===== src/rtl/fdh_pkg.sv =====
// ----------------------------------------------------------------------------
// fdh_pkg: shared types and constants for the decimate-by-six hold FIR
// Beat payloads, sequencer states, MAC control and the Q1.17 tap table.
// ----------------------------------------------------------------------------
`default_nettype none

package fdh_pkg;

    localparam int SAMPLE_W   = 16;
    localparam int COEF_W     = 18;
    localparam int PROD_W     = SAMPLE_W + COEF_W;
    localparam int ACC_W      = 40;
    localparam int OUT_SHIFT  = 17;
    localparam int COEF_IDX_W = 8;
    localparam int PROTO_LEN  = 72;

    typedef logic [COEF_IDX_W-1:0] t_coef_idx;

    typedef struct packed {
        logic signed [SAMPLE_W-1:0] sample_in;
    } t_in_beat;

    typedef struct packed {
        logic signed [SAMPLE_W-1:0] held_sample;
        logic                       new_sample;
    } t_out_beat;

    typedef enum logic [1:0] {
        S_IDLE,
        S_MAC,
        S_FLUSH,
        S_ROUND
    } t_state;

    typedef struct packed {
        logic clear;
        logic issue;
    } t_mac_ctrl;

    // Low-pass prototype times six, Q1.17; taps past the prototype are zero
    function automatic logic signed [COEF_W-1:0] f_coef(input t_coef_idx idx);
        logic signed [COEF_W-1:0] c;
        case (idx)
            8'd0:  c = -18'sd164;
            8'd1:  c = -18'sd493;
            8'd2:  c = -18'sd956;
            8'd3:  c = -18'sd1478;
            8'd4:  c = -18'sd1947;
            8'd5:  c = -18'sd2227;
            8'd6:  c = -18'sd2161;
            8'd7:  c = -18'sd1603;
            8'd8:  c = -18'sd439;
            8'd9:  c =  18'sd1400;
            8'd10: c =  18'sd3828;
            8'd11: c =  18'sd6658;
            8'd12: c =  18'sd9643;
            8'd13: c =  18'sd12488;
            8'd14: c =  18'sd14857;
            8'd15: c =  18'sd16414;
            8'd16: c =  18'sd16862;
            8'd17: c =  18'sd15993;
            8'd18: c =  18'sd13744;
            8'd19: c =  18'sd10229;
            8'd20: c =  18'sd5706;
            8'd21: c =  18'sd564;
            8'd22: c = -18'sd4768;
            8'd23: c = -18'sd9598;
            8'd24: c = -18'sd13453;
            8'd25: c = -18'sd15906;
            8'd26: c = -18'sd16699;
            8'd27: c = -18'sd15722;
            8'd28: c = -18'sd13032;
            8'd29: c = -18'sd8863;
            8'd30: c = -18'sd3648;
            8'd31: c =  18'sd2113;
            8'd32: c =  18'sd7761;
            8'd33: c =  18'sd12730;
            8'd34: c =  18'sd16535;
            8'd35: c =  18'sd18834;
            8'd36: c =  18'sd18834;
            8'd37: c =  18'sd16535;
            8'd38: c =  18'sd12730;
            8'd39: c =  18'sd7761;
            8'd40: c =  18'sd2113;
            8'd41: c = -18'sd3648;
            8'd42: c = -18'sd8863;
            8'd43: c = -18'sd13032;
            8'd44: c = -18'sd15722;
            8'd45: c = -18'sd16699;
            8'd46: c = -18'sd15906;
            8'd47: c = -18'sd13453;
            8'd48: c = -18'sd9598;
            8'd49: c = -18'sd4768;
            8'd50: c =  18'sd564;
            8'd51: c =  18'sd5706;
            8'd52: c =  18'sd10229;
            8'd53: c =  18'sd13744;
            8'd54: c =  18'sd15993;
            8'd55: c =  18'sd16862;
            8'd56: c =  18'sd16414;
            8'd57: c =  18'sd14857;
            8'd58: c =  18'sd12488;
            8'd59: c =  18'sd9643;
            8'd60: c =  18'sd6658;
            8'd61: c =  18'sd3828;
            8'd62: c =  18'sd1400;
            8'd63: c = -18'sd439;
            8'd64: c = -18'sd1603;
            8'd65: c = -18'sd2161;
            8'd66: c = -18'sd2227;
            8'd67: c = -18'sd1947;
            8'd68: c = -18'sd1478;
            8'd69: c = -18'sd956;
            8'd70: c = -18'sd493;
            8'd71: c = -18'sd164;
            default: c = '0;
        endcase
        return c;
    endfunction

endpackage

`default_nettype wire


===== src/rtl/fdh_cell.sv =====
// ----------------------------------------------------------------------------
// fdh_cell: one delay-line cell
// Holds one sample and takes its neighbor's value when the chain moves.
// ----------------------------------------------------------------------------
`default_nettype none

module fdh_cell (
    input  wire logic                                i_clk,
    input  wire logic                                i_rst_n,
    input  wire logic                                i_shift,
    input  wire logic signed [fdh_pkg::SAMPLE_W-1:0] i_d,
    output logic signed [fdh_pkg::SAMPLE_W-1:0]      o_q
);

    logic signed [fdh_pkg::SAMPLE_W-1:0] r_q;

    always_ff @(posedge i_clk) begin
        if (!i_rst_n) begin
            r_q <= '0;
        end else if (i_shift) begin
            r_q <= i_d;
        end
    end

    assign o_q = r_q;

endmodule

`default_nettype wire


===== config.mk =====
export PLATFORM = sky130hd
export DESIGN_NAME = fdh_cell
export DESIGN_NICKNAME = d
export VERILOG_FILES = /design/src/rtl/fdh_pkg.sv /design/src/rtl/fdh_cell.sv
export SDC_FILE = /design/constraint.sdc
export NUM_CORES = 1
export LEC_CHECK = 0
export BUFFER_PORTS_ARGS = -buffer_cell sky130_fd_sc_hd__buf_2
export CORE_UTILIZATION = 40
export DETAILED_ROUTE_END_ITERATION = 6
export PLACE_DENSITY = 0.74
export SLEW_MARGIN = 20
export SYNTH_ARGS = -nofsm -noshare
export SYNTH_HDL_FRONTEND = slang
export SYNTH_SLANG_ARGS = --single-unit
export TNS_END_PERCENT = 50

===== constraint.sdc =====
create_clock -name i_clk -period 2.3 [get_ports i_clk]
set_input_delay 0.46 -clock i_clk [delete_from_list [all_inputs] [get_ports i_clk]]
set_output_delay 0.46 -clock i_clk [all_outputs]
set_load 0.005 [all_outputs]

==> results.sh, run 1 <==
export IMPL_status="complete, no violations"
export IMPL_ctsResizeCount=0
export IMPL_nets=106
export IMPL_critical_path_depth=1
export IMPL_clockBufferDepth=2
export IMPL_floorplan_core_area_sq_mm=0.00137
export IMPL_p_total_mw=0.504
export IMPL_final_area_sq_um=792
export IMPL_crit_reg2reg_capture="o_q[14]$_SDFFE_PN0P_"
export IMPL_cts_made_buffers=3
export IMPL_areaGrowthSynthToFinish_pct=28.7
export IMPL_route_final_wire_length_microns=994
export IMPL_worst_voltage_drop_across_the_vdd_grid_v=0.000304
export IMPL_initial_cell_density_of_the_core_pct=45.1
export IMPL_post_route_period_util_pct=51.2
export IMPL_synth_edf_count=0
export IMPL_critical_path_max_stage_delay_ns=0.34
export IMPL_clock_skew_ns=0
export IMPL_reg_to_reg_critical_path_startpoint="o_q[14]$_SDFFE_PN0P_"
export IMPL_synth_area_top_cells="dfxtp_1, mux2i_1, nor2b_1"
export IMPL_postSynthAreaPerCell_sq_um=12.1
export IMPL_drive_above_1_share_pct=43.5
export IMPL_drv_cap=0
export IMPL_cts_root_buffer="clkbuf_4"
export IMPL_gr_total_overflow=0
export IMPL_slew_violations=0
export IMPL_tightest_slew_ns=0.461
export IMPL_vias_in_the_first_global_route=355
export IMPL_die_y_microns=41.2
export IMPL_die_area_sq_mm=0.00170
export IMPL_grt_first_pass_wirelength_mm=1.39
export IMPL_vias=445
export IMPL_diodes=0
export IMPL_antenna_found_initial=0
export IMPL_drt_iter0_markers=3
export IMPL_routed_via_density=4.45
export IMPL_timing_setup_tns_ns=0
export IMPL_floorplan_rows=13
export IMPL_hold_viol=0
export IMPL_critical_path_startpoint_type="register"
export IMPL_count_of_yosys_warnings_during_synthesis=0
export IMPL_critPathArrivalTime_ns=0.72
export IMPL_largest_register_ffs=16
export IMPL_detail_route_first_pass_iterations=2
export IMPL_max_clk_rate_mhz=849
export IMPL_floorplan_die_width_microns=41.2
export IMPL_syn_num_nets=70
export IMPL_worst_ep_required_time_ns=1.84
export IMPL_gp_routability_congestion=0.590
export IMPL_dpl_cell_area_sq_um=769
export IMPL_post_cts_setup_buffers=0
export IMPL_cp_slowest_cell="dfxtp_1"
export IMPL_critical_path_peak_fanout=2
export IMPL_synth_cells=51
export IMPL_netlist_cell_type_count=6
export IMPL_final_setup_viol_count=0
export IMPL_synth_area_leader_cell="dfxtp_1"
export IMPL_power_density_mw_per_mm2=636
export IMPL_clkTransAtPathRegs_ns=0.08
export IMPL_ys_top_cells_by_count="dfxtp_1, mux2i_1, nor2b_1"
export IMPL_grt_start_max_net_pins=17
export IMPL_preCtsSetupSlack_ns=1.01
export IMPL_setup_worst_path_start="o_q[14]$_SDFFE_PN0P_"
export IMPL_p_leak_nw=0.420
export IMPL_ant_nets=0
export IMPL_timing_slew_headroom_pct=69.3
export IMPL_timing_critical_path_buf_inv=1
export IMPL_grt_setup_unrepaired="no"
export IMPL_timing_critical_path_max_delay_family="flip-flops"
export IMPL_cts_tree="yes"
export IMPL_critPathCaptureType="output pin"
export IMPL_finish_utilization_pct=58.0
export IMPL_htree_levels=1
export IMPL_postCtsHoldBufs=0
export IMPL_ys_seq_elements=16
export IMPL_final_critical_path_setup_slack_ns=1.12
export IMPL_path_class="reg -> out"
export IMPL_layout_min_cycle_time_ns=1.18
export IMPL_seq_area_frac_synth_pct=52.0
export IMPL_floorplan_io_pins=35
export IMPL_crit_path_end="o_q[14]"
export IMPL_worst_skew_pair_late_latency_ns=0.27
export IMPL_synthesis_area_sq_um=616
export IMPL_place_port_buffers=34
export IMPL_timing_reg2reg_setup_slack_ns=1.69
export IMPL_area_share_of_the_largest_cell_type_after_synthesis_pct=52.0
export IMPL_synth_top_flop_cell="dfxtp_1"
export IMPL_wl_per_cell_microns=9.94
export IMPL_drt_drc_violations_left=0
export IMPL_clock_sink_count=16
export IMPL_async_reset_ff_share_pct=0
export IMPL_hold_path_class="in -> reg"
export IMPL_post_dp_hpwl_microns=736
export IMPL_aggregate_global_route_resource_usage_pct=12.9
export IMPL_worst_r2r_path_depth=2
export IMPL_worstPathCellList="buf_2"
tightest hold or removal path, delay by kind of cell:
kind	cells	cell delay, ns
simple gates	1	0.09
buf+inv	1	0.07
mux	1	0.05
how the worst min path moves through the flow:
stage | from | end | slack (ns) | depth (start not counted)
after floorplan | o_q[0]$_SDFFE_PN0P_ | o_q[0]$_SDFFE_PN0P_ | 0.51 | 2
after global placement | o_q[12]$_SDFFE_PN0P_ | o_q[12]$_SDFFE_PN0P_ | 0.49 | 2
after detailed placement | o_q[7]$_SDFFE_PN0P_ | o_q[7]$_SDFFE_PN0P_ | 0.50 | 2
after CTS | i_d[0] | o_q[0]$_SDFFE_PN0P_ | 0.44 | 3
after global routing | i_d[9] | o_q[9]$_SDFFE_PN0P_ | 0.43 | 3
final | i_d[0] | o_q[0]$_SDFFE_PN0P_ | 0.44 | 3
cell type report:
type / instances / area, sq um
Clock buffer: 3 / 22.5
Fill cell: 136 / 574
Multi-Input combinational cell: 32 / 260
Sequential cell: 16 / 320
Tap cell: 15 / 18.8
Timing Repair Buffer: 34 / 170
cells in the final DEF (no fill, tap or decap), drive strengths merged:
cell	count
buf	34
clkbuf	3
nor2b	16
mux2i	16
dfxtp	16
power breakdown:
| group | internal (mW) | switching, mW |
|---|---|---|
| clock | 0.0604 | 0.0725 |
| combinational | 0.0414 | 0.0289 |
| sequential | 0.293 | 0.00708 |
per-stage QoR:
step                std cells  hold slack, ns
floorplan                  51           0.507
global placement           97           0.489
detailed placement         97           0.501
CTS                       100           0.441
global route              100           0.433
finish                    100           0.445
cell families (layout without fill, tap and decap cells):
family                 after synthesis  count (layout)  share of synthesized area [%]
DFF                                 16              16                           52.0
and+or+nand+nor                     16              16                           16.3
muxes                               16              16                           26.0
buffers and inverters                3              37                           5.69
metal layers:
| layer | GRT usage (%) | share of wire [%] |
|---|---|---|
| met1 | 16.6 | 47 |
| met2 | 18.4 | 48 |
| met3 | 4.89 | 5.2 |
| met4 | 7.26 | 0 |
| met5 | 0 | 0 |
Power figures use the tool's default switching activity.
==> run 2: changes to the inputs <==
- clock period: 2.3 -> 1.15 ns (I/O delays scaled with it)
==> run 2 against run 1 <==
Sequential share of layout area decreased by 1.0 points. Count of clock-buffer cells in the layout did not move. Cell count up 1.0%. Die area is the same.
==> results.sh, run 2 (synthesis gave the netlist of run 1 again) <==
export IMPL_gp_routability_congestion=0.565
export IMPL_timing_slew_headroom_pct=86.3
export IMPL_place_port_buffers=34
export IMPL_antenna_found_initial=0
export IMPL_critPathCaptureType="output pin"
export IMPL_clock_skew_ns=0
export IMPL_reg_to_reg_critical_path_startpoint="o_q[6]$_SDFFE_PN0P_"
export IMPL_worstPathCellList="buf_2"
export IMPL_gr_total_overflow=0
export IMPL_largest_register_ffs=16
export IMPL_ctsResizeCount=0
export IMPL_layoutNonFillerInstCount=101
export IMPL_floorplan_core_area_sq_mm=0.00137
export IMPL_path_class="reg -> out"
export IMPL_crit_reg2reg_capture="o_q[6]$_SDFFE_PN0P_"
export IMPL_timing_critical_path_buf_inv=1
export IMPL_cts_made_buffers=3
export IMPL_vias_in_the_first_global_route=353
export IMPL_share_comb_of_total_power_pct=14.4
export IMPL_placed_cells_incl_taps=98
export IMPL_drt_iter0_markers=5
export IMPL_setup_worst_path_start="o_q[9]$_SDFFE_PN0P_"
export IMPL_hold_path_class="in -> reg"
export IMPL_detail_route_first_pass_iterations=4
export IMPL_final_setup_viol_count=0
export IMPL_initial_cell_density_of_the_core_pct=45.1
export IMPL_cts_tree="yes"
export IMPL_slew_violations=0
export IMPL_wl_per_cell_microns=9.54
export IMPL_grt_first_pass_wirelength_mm=1.35
export IMPL_post_route_period_util_pct=83.0
export IMPL_cts_root_buffer="clkbuf_4"
export IMPL_crit_path_end="o_q[9]"
export IMPL_clockPowerShare_pct=26.7
export IMPL_worst_r2r_path_depth=2
export IMPL_register_area_sq_um=320
export IMPL_sw_frac_of_total_pct=21.7
export IMPL_die_y_microns=41.2
export IMPL_clkTransAtPathRegs_ns=0.08
export IMPL_critical_path_startpoint_type="register"
export IMPL_multi_input_combinational_cell_area_sq_um=260
export IMPL_switching_power_mw=0.222
export IMPL_routed_via_density=4.46
export IMPL_floorplan_io_pins=35
export IMPL_critical_path_max_stage_delay_ns=0.34
export IMPL_drv_cap=0
export IMPL_vias=450
export IMPL_clock_sink_count=16
export IMPL_die_area_sq_mm=0.00170
export IMPL_critical_path_peak_fanout=2
export IMPL_layout_common_cells="buf_2, mux2i_1, nor2b_1, dfxtp_1, clkbuf_4"
export IMPL_grt_start_max_net_pins=17
export IMPL_max_clk_rate_mhz=1050
export IMPL_timing_critical_path_max_delay_family="flip-flops"
export IMPL_p_leak_nw=0.429
export IMPL_timing_reg2reg_setup_slack_ns=0.56
export IMPL_layout_min_cycle_time_ns=0.954
export IMPL_floorplan_rows=13
export IMPL_critical_path_depth=1
export IMPL_aggregate_global_route_resource_usage_pct=12.8
export IMPL_worst_skew_pair_late_latency_ns=0.27
export IMPL_n_fill_cell=130
export IMPL_pwr_share_seq_pct=59.0
export IMPL_internal_power_mw=0.797
export IMPL_tightest_slew_ns=0.206
export IMPL_route_final_wire_length_microns=964
export IMPL_hold_viol=0
export IMPL_power_density_mw_per_mm2=1250
export IMPL_grt_setup_unrepaired="no"
export IMPL_worst_ep_required_time_ns=0.92
export IMPL_post_cts_setup_buffers=0
export IMPL_clockBufferDepth=2
export IMPL_drt_drc_violations_left=0
export IMPL_ant_nets=0
export IMPL_worst_voltage_drop_across_the_vdd_grid_v=0.000763
export IMPL_postCtsHoldBufs=0
export IMPL_cp_slowest_cell="dfxtp_1"
export IMPL_floorplan_die_width_microns=41.2
export IMPL_areaGrowthSynthToFinish_pct=31.9
export IMPL_timing_setup_tns_ns=0
export IMPL_status="complete, no violations"
export IMPL_drive_above_1_share_pct=44.2
export IMPL_p_total_mw=1.02
export IMPL_diodes=0
export IMPL_nets=107
export IMPL_htree_levels=1
export IMPL_layout_commonest_cell="buf_2"
export IMPL_critPathArrivalTime_ns=0.72
[run 2: cell types whose count changed in the layout (fill, tap and decap cells not counted), sizes merged]
cell,change
buf,+1
[run 2: worst min path at each step]
stage	from	to	depth (start not counted)
after detailed placement	i_d[11]	o_q[11]$_SDFFE_PN0P_	3
after CTS	i_d[1]	o_q[1]$_SDFFE_PN0P_	3
after floorplan	i_rst_n	o_q[0]$_SDFFE_PN0P_	1
after global routing	i_d[9]	o_q[9]$_SDFFE_PN0P_	3
final	i_d[3]	o_q[3]$_SDFFE_PN0P_	3
after global placement	i_d[1]	o_q[1]$_SDFFE_PN0P_	3
[run 2: area by class of cell]
| type | count | area share, % |
|---|---|---|
| Timing Repair Buffer | 35 | 23.4 |
| Multi-Input combinational cell | 32 | 32.0 |
| Clock buffer | 3 | 2.77 |
| Tap cell | 15 | 2.31 |
| Sequential cell | 16 | 39.4 |
[run 2: metrics by stage]
stage | setup WS, ns | hold slack (ns) | instance area, sq um | utilization (%)
after floorplan | 0.332 | 0.358 | 616 | -
after global placement | 0.281 | 0.485 | 790 | 57.8
after detailed placement | 0.270 | 0.496 | 790 | 57.8
after CTS | 0.181 | 0.199 | 812 | 59.4
after global routing | 0.133 | 0.193 | 812 | 59.4
final | 0.196 | 0.210 | 812 | 59.4
[run 2: metal layers]
layer	global-route usage (%)	routed length, microns	up-vias
met4	4.84	12	0
li1	-	-	239
met1	13.5	450	195
met5	0	0	-
met2	20.3	436	14
met3	8.15	63	2
[run 2: power by group through the flow]
| stage | Clock, mW | Sequential (mW) | Combinational [mW] |
|---|---|---|---|
| after floorplan | 0 | 0.618 | 0.0795 |
| after global placement | 0 | 0.613 | 0.148 |
| after detailed placement | 0 | 0.614 | 0.149 |
| after CTS | 0.292 | 0.601 | 0.150 |
| after global routing | 0.321 | 0.605 | 0.165 |
| final | 0.272 | 0.601 | 0.146 |
