[config.mk]
export PLATFORM = sky130hd
export DESIGN_NAME = fdh_mac
export DESIGN_NICKNAME = d
export VERILOG_FILES = /design/src/rtl/fdh_pkg.sv /design/src/rtl/fdh_mac.sv
export SDC_FILE = /design/constraint.sdc
export NUM_CORES = 1
export LEC_CHECK = 0
export BUFFER_PORTS_ARGS = -buffer_cell sky130_fd_sc_hd__buf_2
export CAP_MARGIN = 20
export CORE_ASPECT_RATIO = 1.75
export CORE_UTILIZATION = 45
export CTS_CLUSTER_DIAMETER = 100
export DETAILED_ROUTE_END_ITERATION = 10
export SYNTH_ARGS = -nofsm -noshare
export SYNTH_HDL_FRONTEND = slang
export SYNTH_SLANG_ARGS = --single-unit
[constraint.sdc]
create_clock -name i_clk -period 18.96 [get_ports i_clk]
set_clock_uncertainty 0.15 [all_clocks]
set_input_delay 0.948 -clock i_clk [delete_from_list [all_inputs] [get_ports i_clk]]
set_output_delay 0.948 -clock i_clk [all_outputs]
set_load 0.01 [all_outputs]
[src/rtl/fdh_pkg.sv]
// ----------------------------------------------------------------------------
// fdh_pkg: shared types and constants for the decimate-by-six hold FIR
// Beat payloads, sequencer states, MAC control and the Q1.17 tap table.
// ----------------------------------------------------------------------------
`default_nettype none

package fdh_pkg;

    localparam int SAMPLE_W   = 16;
    localparam int COEF_W     = 18;
    localparam int PROD_W     = SAMPLE_W + COEF_W;
    localparam int ACC_W      = 40;
    localparam int OUT_SHIFT  = 17;
    localparam int COEF_IDX_W = 8;
    localparam int PROTO_LEN  = 72;

    typedef logic [COEF_IDX_W-1:0] t_coef_idx;

    typedef struct packed {
        logic signed [SAMPLE_W-1:0] sample_in;
    } t_in_beat;

    typedef struct packed {
        logic signed [SAMPLE_W-1:0] held_sample;
        logic                       new_sample;
    } t_out_beat;

    typedef enum logic [1:0] {
        S_IDLE,
        S_MAC,
        S_FLUSH,
        S_ROUND
    } t_state;

    typedef struct packed {
        logic clear;
        logic issue;
    } t_mac_ctrl;

    // Low-pass prototype times six, Q1.17; taps past the prototype are zero
    function automatic logic signed [COEF_W-1:0] f_coef(input t_coef_idx idx);
        logic signed [COEF_W-1:0] c;
        case (idx)
            8'd0:  c = -18'sd164;
            8'd1:  c = -18'sd493;
            8'd2:  c = -18'sd956;
            8'd3:  c = -18'sd1478;
            8'd4:  c = -18'sd1947;
            8'd5:  c = -18'sd2227;
            8'd6:  c = -18'sd2161;
            8'd7:  c = -18'sd1603;
            8'd8:  c = -18'sd439;
            8'd9:  c =  18'sd1400;
            8'd10: c =  18'sd3828;
            8'd11: c =  18'sd6658;
            8'd12: c =  18'sd9643;
            8'd13: c =  18'sd12488;
            8'd14: c =  18'sd14857;
            8'd15: c =  18'sd16414;
            8'd16: c =  18'sd16862;
            8'd17: c =  18'sd15993;
            8'd18: c =  18'sd13744;
            8'd19: c =  18'sd10229;
            8'd20: c =  18'sd5706;
            8'd21: c =  18'sd564;
            8'd22: c = -18'sd4768;
            8'd23: c = -18'sd9598;
            8'd24: c = -18'sd13453;
            8'd25: c = -18'sd15906;
            8'd26: c = -18'sd16699;
            8'd27: c = -18'sd15722;
            8'd28: c = -18'sd13032;
            8'd29: c = -18'sd8863;
            8'd30: c = -18'sd3648;
            8'd31: c =  18'sd2113;
            8'd32: c =  18'sd7761;
            8'd33: c =  18'sd12730;
            8'd34: c =  18'sd16535;
            8'd35: c =  18'sd18834;
            8'd36: c =  18'sd18834;
            8'd37: c =  18'sd16535;
            8'd38: c =  18'sd12730;
            8'd39: c =  18'sd7761;
            8'd40: c =  18'sd2113;
            8'd41: c = -18'sd3648;
            8'd42: c = -18'sd8863;
            8'd43: c = -18'sd13032;
            8'd44: c = -18'sd15722;
            8'd45: c = -18'sd16699;
            8'd46: c = -18'sd15906;
            8'd47: c = -18'sd13453;
            8'd48: c = -18'sd9598;
            8'd49: c = -18'sd4768;
            8'd50: c =  18'sd564;
            8'd51: c =  18'sd5706;
            8'd52: c =  18'sd10229;
            8'd53: c =  18'sd13744;
            8'd54: c =  18'sd15993;
            8'd55: c =  18'sd16862;
            8'd56: c =  18'sd16414;
            8'd57: c =  18'sd14857;
            8'd58: c =  18'sd12488;
            8'd59: c =  18'sd9643;
            8'd60: c =  18'sd6658;
            8'd61: c =  18'sd3828;
            8'd62: c =  18'sd1400;
            8'd63: c = -18'sd439;
            8'd64: c = -18'sd1603;
            8'd65: c = -18'sd2161;
            8'd66: c = -18'sd2227;
            8'd67: c = -18'sd1947;
            8'd68: c = -18'sd1478;
            8'd69: c = -18'sd956;
            8'd70: c = -18'sd493;
            8'd71: c = -18'sd164;
            default: c = '0;
        endcase
        return c;
    endfunction

endpackage

`default_nettype wire

[src/rtl/fdh_mac.sv]
// ----------------------------------------------------------------------------
// fdh_mac: shared multiply-accumulate with output rounding
// Registered 16x18 product, 40-bit accumulator, round half up and saturate.
// ----------------------------------------------------------------------------
`default_nettype none

module fdh_mac (
    input  wire logic                                i_clk,
    input  wire logic                                i_rst_n,
    input  wire fdh_pkg::t_mac_ctrl                  i_ctrl,
    input  wire logic signed [fdh_pkg::SAMPLE_W-1:0] i_sample,
    input  wire logic signed [fdh_pkg::COEF_W-1:0]   i_coef,
    output logic signed [fdh_pkg::SAMPLE_W-1:0]      o_result
);

    localparam int SUM_W = fdh_pkg::ACC_W + 1;
    localparam int Q_W   = SUM_W - fdh_pkg::OUT_SHIFT;

    logic signed [fdh_pkg::PROD_W-1:0] r_prod;
    logic                              r_prod_vld;
    logic signed [fdh_pkg::ACC_W-1:0]  r_acc;
    logic signed [SUM_W-1:0]           w_sum;
    logic signed [Q_W-1:0]             w_q;

    always_ff @(posedge i_clk) begin
        if (!i_rst_n) begin
            r_prod_vld <= 1'b0;
        end else if (i_ctrl.clear) begin
            r_prod_vld <= 1'b0;
        end else begin
            r_prod_vld <= i_ctrl.issue;
        end
    end

    always_ff @(posedge i_clk) begin
        r_prod <= i_sample * i_coef;
        if (i_ctrl.clear) begin
            r_acc <= '0;
        end else if (r_prod_vld) begin
            r_acc <= r_acc + fdh_pkg::ACC_W'(r_prod);
        end
    end

    // (acc + half LSB) >>> OUT_SHIFT, then clamp to 16 bits
    assign w_sum = SUM_W'(r_acc) + (SUM_W'(1) <<< (fdh_pkg::OUT_SHIFT - 1));
    assign w_q   = w_sum[SUM_W-1:fdh_pkg::OUT_SHIFT];

    always_comb begin
        if (w_q > Q_W'(32767)) begin
            o_result = 16'sh7fff;
        end else if (w_q < -Q_W'(32768)) begin
            o_result = 16'sh8000;
        end else begin
            o_result = w_q[fdh_pkg::SAMPLE_W-1:0];
        end
    end

endmodule

`default_nettype wire

==> metrics.csv, run 1 <==
metric,value,unit
Slew HR,0.476,
via count of the first global-routing pass,13285,
RSZ-0062 raised after global routing,no,
Die Ht,252,um
CTS Root Cell,clkbuf_16,
HP Class,register to register,
Pre-Repair DR Iteration Count,7,
"Clk Latency, worst-skew pair",0.36,ns
Synthesis Warnings,0,
final hold vios,0,
Adder-Cell Fraction of Synth Area,0.462,
global-route usage over all layers,0.238,
layout cells sized above 1,0.0588,
"Reg clk slew, reported paths",0.06,ns
post-synthesis xor/xnor area fraction,0.0366,
antenna-violating nets left,0,
fin nets,2287,
setup TNS,0,ns
"FF+latch count, synth",75,
antenna diode count,0,
Async SR Flop Fraction,0,
largest family of logic cells by synthesized area,adder cells,
Compound-Gate Fraction of Synth Area,0.117,
synthesized area,16000,um2
vias per cell,5.34,
DRC Markers,0,
Placer Congestion,0.895,
drt total wl,40400,um
Max Cap Violations,0,
ys flop type,dfxtp_1,
Placed Cells,2286,
status,"finished, final reports clean",
CTS Sinks,75,
Bufs on Longest Clock Path,2,
Final Instance Count excl. Fillers,2302,
period utilization,0.369,
first-pass GRT wire length,66100,um
row count,91,
Unique masters post-synth,85,
Worst-Margin Slew,0.787,ns
Synth Area in Simple Gates,0.173,
number of synthesized flops with an enable pin,0,
min Tclk post-route,6.99,ns
Required @ worst endpoint,19.04,ns
port bufs,53,
WP data arrival,7.07,ns
"Slew Viols, Final",0,
Crit Path Max Fanout,16,
CTS resizes,0,
CP max stage delay,0.54,ns
CP Launch Type,primary input,
Hold Buf Count CTS,0,
CP dominant cell by count,fa_1,
Syn Inst Count,1828,
CP endpoint kind,register,
initial core utilization,0.456,
initial antenna violation count,0,
WP buf/inv,4,
Avg Synthesized Cell Area,8.77,um2
fmax,143,MHz
"delay-heaviest family, CP",adder cells,
Post CTS Setup Buffer Count,0,
die width,145,um
I/O pins,54,
fraction of synthesized area in multiplexers,0.0127,
vias,12290,
worst-path cell chain,"buf_2, inv_1, nor2_1, fa_1, fa_1, fa_1, fa_1, fa_1, inv_1, fa_1, inv_1, ha_1, nand4_1, nor3_1, nand3_1, a31oi_1, nand4_1, a21oi_1, nor4_1, nand3b_1",
gr ovfl total,0,
register area share after synthesis,0.0937,
P&R area growth vs syn,5.42,%
Crit Path Class,primary input to register,
largest net degree at the start of global routing,41,
1st-iter DRT viols,430,
crit path max-delay cell type,fa_1,
DIE AREA,36400,um2
HPWL after detailed placement,33000,um
Routed wire per std cell,17.5,um
CTS tree,done,
H-tree depth,3,
Syn Nets,2283,
CTS Buf Count,9,
core area,35200,um2
Finish-stage setup viols,0,
[registers in the layout, indices dropped and copies added, names as in the netlist]
register	flops
r_acc	40
r_prod_vld	1
r_prod	34
[path summary, 6_finish.rpt]
check | start | endpoint | slack (ns) | cells past startpoint
worst min register to register | r_acc[4]$_SDFFE_PP0P_ | r_acc[4]$_SDFFE_PP0P_ | 0.33 | 2
worst min-delay path | r_acc[4]$_SDFFE_PP0P_ | r_acc[4]$_SDFFE_PP0P_ | 0.33 | 2
worst max-delay path | i_sample[15] | r_prod[32]$_DFF_P_ | 11.97 | 20
worst max register to register | r_acc[16]$_SDFFE_PP0P_ | r_acc[39]$_SDFFE_PP0P_ | 15.72 | 9
[kinds of logic (layout without fill, tap and decap cells)]
group | Yosys count | after routing
xor gates and xnor gates | 67 | 67
AOI/OAI and AO/OA | 268 | 268
adders and majority gates | 417 | 417
and+or+nand+nor | 540 | 540
buffers and inverters | 441 | 450
DFF | 75 | 75
muxes | 20 | 20
[cells in the final DEF (no fill, tap or decap), types with 10 or more instances in the layout]
| cell | instances |
|---|---|
| o21ai_1 | 14 |
| nor3_1 | 21 |
| xor2_1 | 23 |
| a21o_1 | 34 |
| o21a_1 | 15 |
| nand2_1 | 201 |
| xnor2_1 | 44 |
| and3_1 | 10 |
| nand4_1 | 14 |
| fa_1 | 291 |
| a21oi_1 | 63 |
| dfxtp_1 | 75 |
| inv_1 | 376 |
| nand3_1 | 22 |
| o21ai_0 | 31 |
| o21ai_2 | 10 |
| a31oi_1 | 10 |
| ha_1 | 126 |
| nor2_1 | 68 |
| and2_1 | 143 |
| buf_2 | 53 |
| a211oi_1 | 12 |
| mux2i_1 | 17 |
[layer usage]
layer / up-vias / wire length, um / GRT usage
met2: 287 / 22000 / 0.456
met1: 6180 / 15200 / 0.254
li1: 5739 / - / -
met4: 0 / 1860 / 0.113
met3: 84 / 1440 / 0.0245
met5: - / 0 / 0
[final cells by class]
type	instances	area [um2]
clock inverter	2	12.5
fill	3427	18300
tap	465	582
timing repair buffer	57	295
sequential	75	1500
multi-input combinational	1312	12800
inverter	377	1420
clock buffer	14	244
[metrics by stage]
stage               instance area, um2  setup slack [ns]  hold slack [ns]   util
finish                           16900             11.97            0.326  0.480
global route                     16900             11.57            0.377  0.480
CTS                              16900             11.98            0.328  0.480
detailed placement               16600             11.61            0.317  0.473
global placement                 16600             11.69            0.305  0.473
floorplan                        16000             12.00            0.295      -
[cells in the mapped netlist (3+ instances only)]
library cell	instances	area, um2
and3_1	10	62.6
buf_2	7	35.0
and2_1	143	895
a21o_1	34	255
o21ai_2	10	87.6
ha_1	126	1580
o21ai_1	14	70.1
nor3_1	21	105
nor2_1	68	255
o211ai_1	7	52.6
a211oi_1	12	90.1
nand2b_1	7	43.8
nor4b_1	3	26.3
or2_2	4	25.0
a21boi_1	4	30.0
nor2b_1	9	56.3
nand2_1	201	754
o21bai_1	8	60.1
dfxtp_1	75	1500
xor2_1	23	201
o21a_1	15	113
a32o_1	3	30.0
buf_1	5	18.8
xnor2_1	44	385
or3_1	8	50.1
nor4_4	3	63.8
nand4_1	14	87.6
clkbuf_1	49	184
mux2i_1	17	170
mux2_1	3	33.8
a311o_1	3	30.0
o21ai_0	31	155
a21oi_1	63	315
nand3_1	22	110
fa_1	291	5830
a211o_1	7	61.3
a31oi_1	10	62.6
o31ai_1	5	37.5
o22ai_1	3	18.8
a21boi_0	5	37.5
nor3b_1	6	45.0
inv_1	376	1410
[worst min-delay path, delay by kind of cell (launching register included)]
kind            cells  cell delay (ns)
simple gates        1             0.06
flops               1             0.32
compound gates      1             0.05
Power of run 1 is left out: the tool's default activity adds up to more than one toggle a clock period on the data nets, which glitch-free logic cannot reach.
==> run 2: changes to the inputs <==
- clock period: 18.96 -> 6.2 ns (I/O delays scaled with it)
==> run 2 against run 1 <==
Against the previous run:
- non-clock buffer count up 75
- worst setup slack worse by 12 ns
- design area rose by 4.3%
- hold slack got worse by 0.26 ns
- highest routed layer unchanged
==> metrics.csv, run 2 (synthesis results as in run 1) <==
metric,value,unit,change
vias,12287,,-0.024%
initial antenna violation count,0,,unchanged
Worst-Margin Slew,0.803,ns,+0.0165 ns
P&R area growth vs syn,9.93,%,
1st-iter DRT viols,401,,-6.7%
Required @ worst endpoint,6.30,ns,-12.74 ns
fin nets,2362,,+3.3%
Routed wire per std cell,16.2,um,-7.7%
"Clk Latency, worst-skew pair",0.35,ns,about the same
"most common cell after layout, fill and taps aside",inv_1,,
period utilization,0.943,,
Slew HR,0.465,,-0.0110
CTS Sinks,75,,unchanged
HP Class,primary input to register,,
port bufs,53,,unchanged
Crit Path Max Fanout,10,,-6
"Slew Viols, Final",0,,unchanged
Pre-Repair DR Iteration Count,7,,unchanged
largest register by flop count,r_acc,,
gr ovfl total,0,,unchanged
CTS Buf Count,9,,unchanged
Max Cap Violations,0,,unchanged
"Reg clk slew, reported paths",0.06,ns,about the same
Finish-stage setup viols,0,,unchanged
vias per cell,5.17,,-3.1%
met1 WL,15000,um,-0.99%
Post CTS Setup Buffer Count,0,,unchanged
fmax,171,MHz,
setup TNS,0,ns,unchanged
Hold Buf Count CTS,0,,unchanged
min Tclk post-route,5.84,ns,
CP endpoint kind,register,,
drt total wl,38500,um,-4.7%
CP Launch Type,primary input,,
largest net degree at the start of global routing,41,,unchanged
RSZ-0062 raised after global routing,no,,
top routing layer in use,met4,,
initial core utilization,0.456,,unchanged
dpl ws,-0.0523,ns,-11.66 ns
via count of the first global-routing pass,13424,,+1.0%
antenna diode count,0,,unchanged
DRC Markers,0,,unchanged
I/O pins,54,,unchanged
die width,145,um,unchanged
DIE AREA,36400,um2,unchanged
row count,91,,unchanged
layout cells sized above 1,0.0973,,+0.0385
H-tree depth,3,,unchanged
fin worst setup slack,0.355,ns,-11.62 ns
Met3 Routed Length,787,um,-45%
status,"finished, final reports clean",,
WL met2,21400,um,-2.6%
final core utilization,0.501,,+0.0206
WP data arrival,5.95,ns,-1.12 ns
most frequent cells in the layout,"376 x inv_1, 291 x fa_1, 201 x nand2_1",,
Die Ht,252,um,unchanged
Crit Path Class,primary input to register,,
HPWL after detailed placement,33500,um,+1.4%
first-pass GRT wire length,64900,um,-1.8%
CTS tree,done,,
CTS resizes,0,,unchanged
core area,35200,um2,unchanged
antenna-violating nets left,0,,unchanged
Placer Congestion,0.840,,-6.1%
final hold vios,0,,unchanged
max FFs per register,40,,unchanged
biggest regs,"r_acc x40, r_prod x34, r_prod_vld x1",,
global-route usage over all layers,0.229,,-0.00927
Bufs on Longest Clock Path,2,,unchanged
CTS Root Cell,clkbuf_16,,
-- run 2: changes by cell type in the layout (fill, tap and decap cells not counted), sizes merged --
cell	previous run	this run
bufinv	0	3
clkbuf	14	11
clkinvlp	1	0
buf	57	132
-- run 2: per-stage QoR --
| stage | hold WS [ns] | std cells | instance area (um2) |
|---|---|---|---|
| finish | 0.0644 | 2376 | 17600 |
| CTS | 0.0595 | 2376 | 17600 |
| detailed placement | 0.325 | 2361 | 17300 |
| floorplan | 0.287 | 1828 | 16000 |
| global route | 0.0758 | 2376 | 17600 |
| global placement | 0.306 | 2361 | 17300 |
-- run 2: layer usage --
metal,GRT usage,up-vias
li1,-,5897
met1,0.254,6106
met5,0,-
met3,0.0161,72
met2,0.442,212
met4,0.0887,0
-- run 2: area by class of cell --
type                            instances  area, um2
Clock buffer                           11        243
Clock inverter                          4       98.8
Fill cell                            3397      17600
Inverter                              377       1420
Multi-Input combinational cell       1312      12800
Sequential cell                        75       1500
Tap cell                              465        582
Timing Repair Buffer                  132        933
-- run 2: critical path: stages --
cell and delay, ns:
buf_2 0.16, and2_1 0.18, fa_1 0.54, inv_1 0.06, fa_1 0.50, fa_1 0.54, inv_1 0.06, fa_1 0.47
fa_1 0.55, inv_1 0.05, fa_1 0.53, inv_1 0.05, ha_1 0.33, a21o_1 0.18, a21o_1 0.18, a21oi_1 0.17
o211ai_2 0.13, a221o_1 0.40, a21oi_1 0.24, nor3_1 0.09, nor3b_1 0.23
-- run 2: worst paths after layout --
check | start | cells past startpoint | slack (ns) | endpoint
worst min register to register | r_acc[4]$_SDFFE_PP0P_ | 2 | 0.33 | r_acc[4]$_SDFFE_PP0P_
worst max register to register | r_acc[16]$_SDFFE_PP0P_ | 9 | 3.04 | r_acc[39]$_SDFFE_PP0P_
worst min-delay path | i_rst_n | 2 | 0.06 | r_prod_vld$_SDFF_PP0_
worst max-delay path | i_sample[6] | 21 | 0.36 | r_prod[33]$_DFF_P_
Power of run 2 is left out for the same reason.
==> run 3: changes to the inputs <==
- ABC_AREA: unset -> 1
==> run 3 against run 2 <==
Against the previous run:
- global-route usage grew 4.7 points
- core utilization decreased by 1.1 points
- die area rose by 8.8%
- count of clock-buffer cells in the layout is 2 lower
- worst setup slack got worse by 0.086 ns
- critical path depth is 3 higher
- register-to-register slack lost 0.36 ns
- largest cell class unchanged
==> metrics.csv, run 3 <==
metric,value,unit,change
"Slew Viols, Final",0,,unchanged
1st-iter DRT viols,604,,+51%
Placer Congestion,0.963,,+15%
Worst-Margin Slew,0.850,ns,+0.0471 ns
I/O pins,54,,unchanged
Placed Cells,3032,,+28%
Area contributors post-synth,"fa_1 33%, inv_1 15%, nand2_1 15%",,
CTS Buf Count,9,,unchanged
Routed wire per std cell,16.9,um,+4.0%
largest register by flop count,r_acc,,
CTS Root Cell,clkbuf_16,,
min Tclk post-route,5.93,ns,+0.0861 ns
final instance area,18700,um2,+6.4%
"Reg clk slew, reported paths",0.06,ns,about the same
Pre-Repair DR Iteration Count,6,,-1
Hold Buf Count CTS,0,,unchanged
H-tree depth,3,,unchanged
worst-path cell chain,"buf_2, clkinv_1, or2_2, fa_1, fa_1, inv_1, fa_1, fa_1, fa_1, inv_1, fa_1, inv_1, ha_1, nand2_1, inv_1, nand3_1, nor2_1, nand4_1, nand3_1, nand2_1, nand2_1, nand2_1, nand3_1, nand2_1",,
Async SR Flop Fraction,0,,unchanged
Avg Synthesized Cell Area,6.91,um2,-21%
RSZ-0062 raised after global routing,no,,
gr ovfl total,0,,unchanged
biggest regs,"r_acc x40, r_prod x34, r_prod_vld x1",,
largest net degree at the start of global routing,53,,+29%
max FFs per register,40,,unchanged
WL met2,28400,um,+33%
antenna diode count,0,,unchanged
Slew HR,0.427,,-0.0374
crit path max-delay cell type,fa_1,,
"most common cell after layout, fill and taps aside",inv_1,,
top cells by instance count after synthesis,"701 x inv_1, 675 x nand2_1, 291 x fa_1",,
initial antenna violation count,0,,unchanged
"Clk Latency, worst-skew pair",0.36,ns,about the same
fmax,169,MHz,-1.5%
via count of the first global-routing pass,16442,,+22%
global-route usage over all layers,0.276,,+0.0473
layout cells sized above 1,0.0523,,-0.0451
CP Launch Type,primary input,,
DIE AREA,39600,um2,+8.8%
register area share after synthesis,0.0860,,-0.00764
Final Instance Count excl. Fillers,3049,,+28%
"FF+latch count, synth",75,,unchanged
status,"finished, final reports clean",,
Max Cap Violations,0,,unchanged
first-pass GRT wire length,83200,um,+28%
WP data arrival,6.04,ns,+0.09 ns
CP max stage delay,0.55,ns,about the same
CTS tree,done,,
worst hold margin,0.0259,ns,-0.0384 ns
vias per cell,4.96,,-4.1%
HP Class,primary input to register,,
drt total wl,51400,um,+33%
fin nets,3014,,+28%
met1 WL,18000,um,+20%
core area,38300,um2,+8.8%
DP Area,18400,um2,+6.3%
CTS Sinks,75,,unchanged
Met3 Routed Length,1370,um,+74%
Synth top area share,0.334,,-0.0296
antenna-violating nets left,0,,unchanged
most common cell in the netlist,inv_1,,
Bufs on Longest Clock Path,2,,unchanged
synthesized area,17400,um2,+8.9%
vias,15113,,+23%
Unique masters post-synth,36,,-58%
top routing layer in use,met4,,
most frequent cells in the layout,"701 x inv_1, 675 x nand2_1, 291 x fa_1",,
period utilization,0.957,,+0.0139
Required @ worst endpoint,6.31,ns,about the same
Crit Path Max Fanout,5,,-5
setup TNS,0,ns,unchanged
row count,95,,+4.4%
largest area contributor in the netlist,fa_1,,
ys flop type,dfxtp_1,,
WP buf/inv,6,,+1
HPWL after detailed placement,44700,um,+33%
initial core utilization,0.456,,about the same
Syn Inst Count,2527,,+38%
DRC Markers,0,,unchanged
Crit Path Class,primary input to register,,
number of synthesized flops with an enable pin,0,,unchanged
CP dominant cell by count,fa_1,,
Finish-stage setup viols,0,,unchanged
Die Ht,262,um,+4.3%
CTS resizes,0,,unchanged
"delay-heaviest family, CP",adder cells,,
P&R area growth vs syn,7.40,%,
Synthesis Warnings,0,,unchanged
Post CTS Setup Buffer Count,0,,unchanged
port bufs,53,,unchanged
Syn Nets,2982,,+31%
final hold vios,0,,unchanged
die width,151,um,+4.3%
CP endpoint kind,register,,
run 3: cell types whose count changed after synthesis, moves of 27 or more:
cell     before  now
and2_1      143    1
xnor2_1      44   16
inv_1       376  701
a21o_1       34    7
nand2_1     201  675
nand3_1      22   64
a21oi_1      63   98
nor2_1       68  203
o21ai_0      31   64
run 3: metrics by stage:
step                       util  setup WS, ns
after floorplan               -         0.351
after global placement    0.480       -0.0333
after detailed placement  0.480        -0.104
after CTS                 0.489         0.271
after global routing      0.490        0.0404
final                     0.490         0.269
run 3: worst paths after layout:
kind	startpoint	to	slack [ns]	cells after the start
worst max-delay path	i_sample[15]	r_prod[28]$_DFF_P_	0.27	24
worst max register to register	r_acc[0]$_SDFFE_PP0P_	r_acc[22]$_SDFFE_PP0P_	2.68	13
worst min register to register	r_acc[0]$_SDFFE_PP0P_	r_acc[0]$_SDFFE_PP0P_	0.36	2
worst min-delay path	i_rst_n	r_prod_vld$_SDFF_PP0_	0.03	3
run 3: cell type report:
cell class | count | area [um2]
well taps | 485 | 607
inverters | 702 | 2640
flip-flops and latches | 75 | 1500
clock inverters | 7 | 123
repair buffers | 99 | 643
clock buffers | 9 | 225
multi-input cells | 1672 | 13000
fillers | 4002 | 19500
run 3: per-layer routing:
metal | vias up | GRT usage
met5 | - | 0
met4 | 0 | 0.175
met3 | 154 | 0.0177
met2 | 347 | 0.534
met1 | 7232 | 0.277
li1 | 7380 | -
run 3: tightest hold or removal path, cell delays in order:
cell,delay [ns]
buf_2,0.09
nand2_1,0.05
nor2_1,0.04
run 3: cell families after synthesis:
| group | share of synthesized area |
|---|---|
| AND/OR/NAND/NOR | 0.226 |
| adder cells (fa/ha/maj) | 0.424 |
| AO/OA/AOI/OAI | 0.0629 |
| flip-flops | 0.0860 |
| buffers and inverters | 0.169 |
| XOR/XNOR | 0.0321 |
Power of run 3 is left out for the same reason.
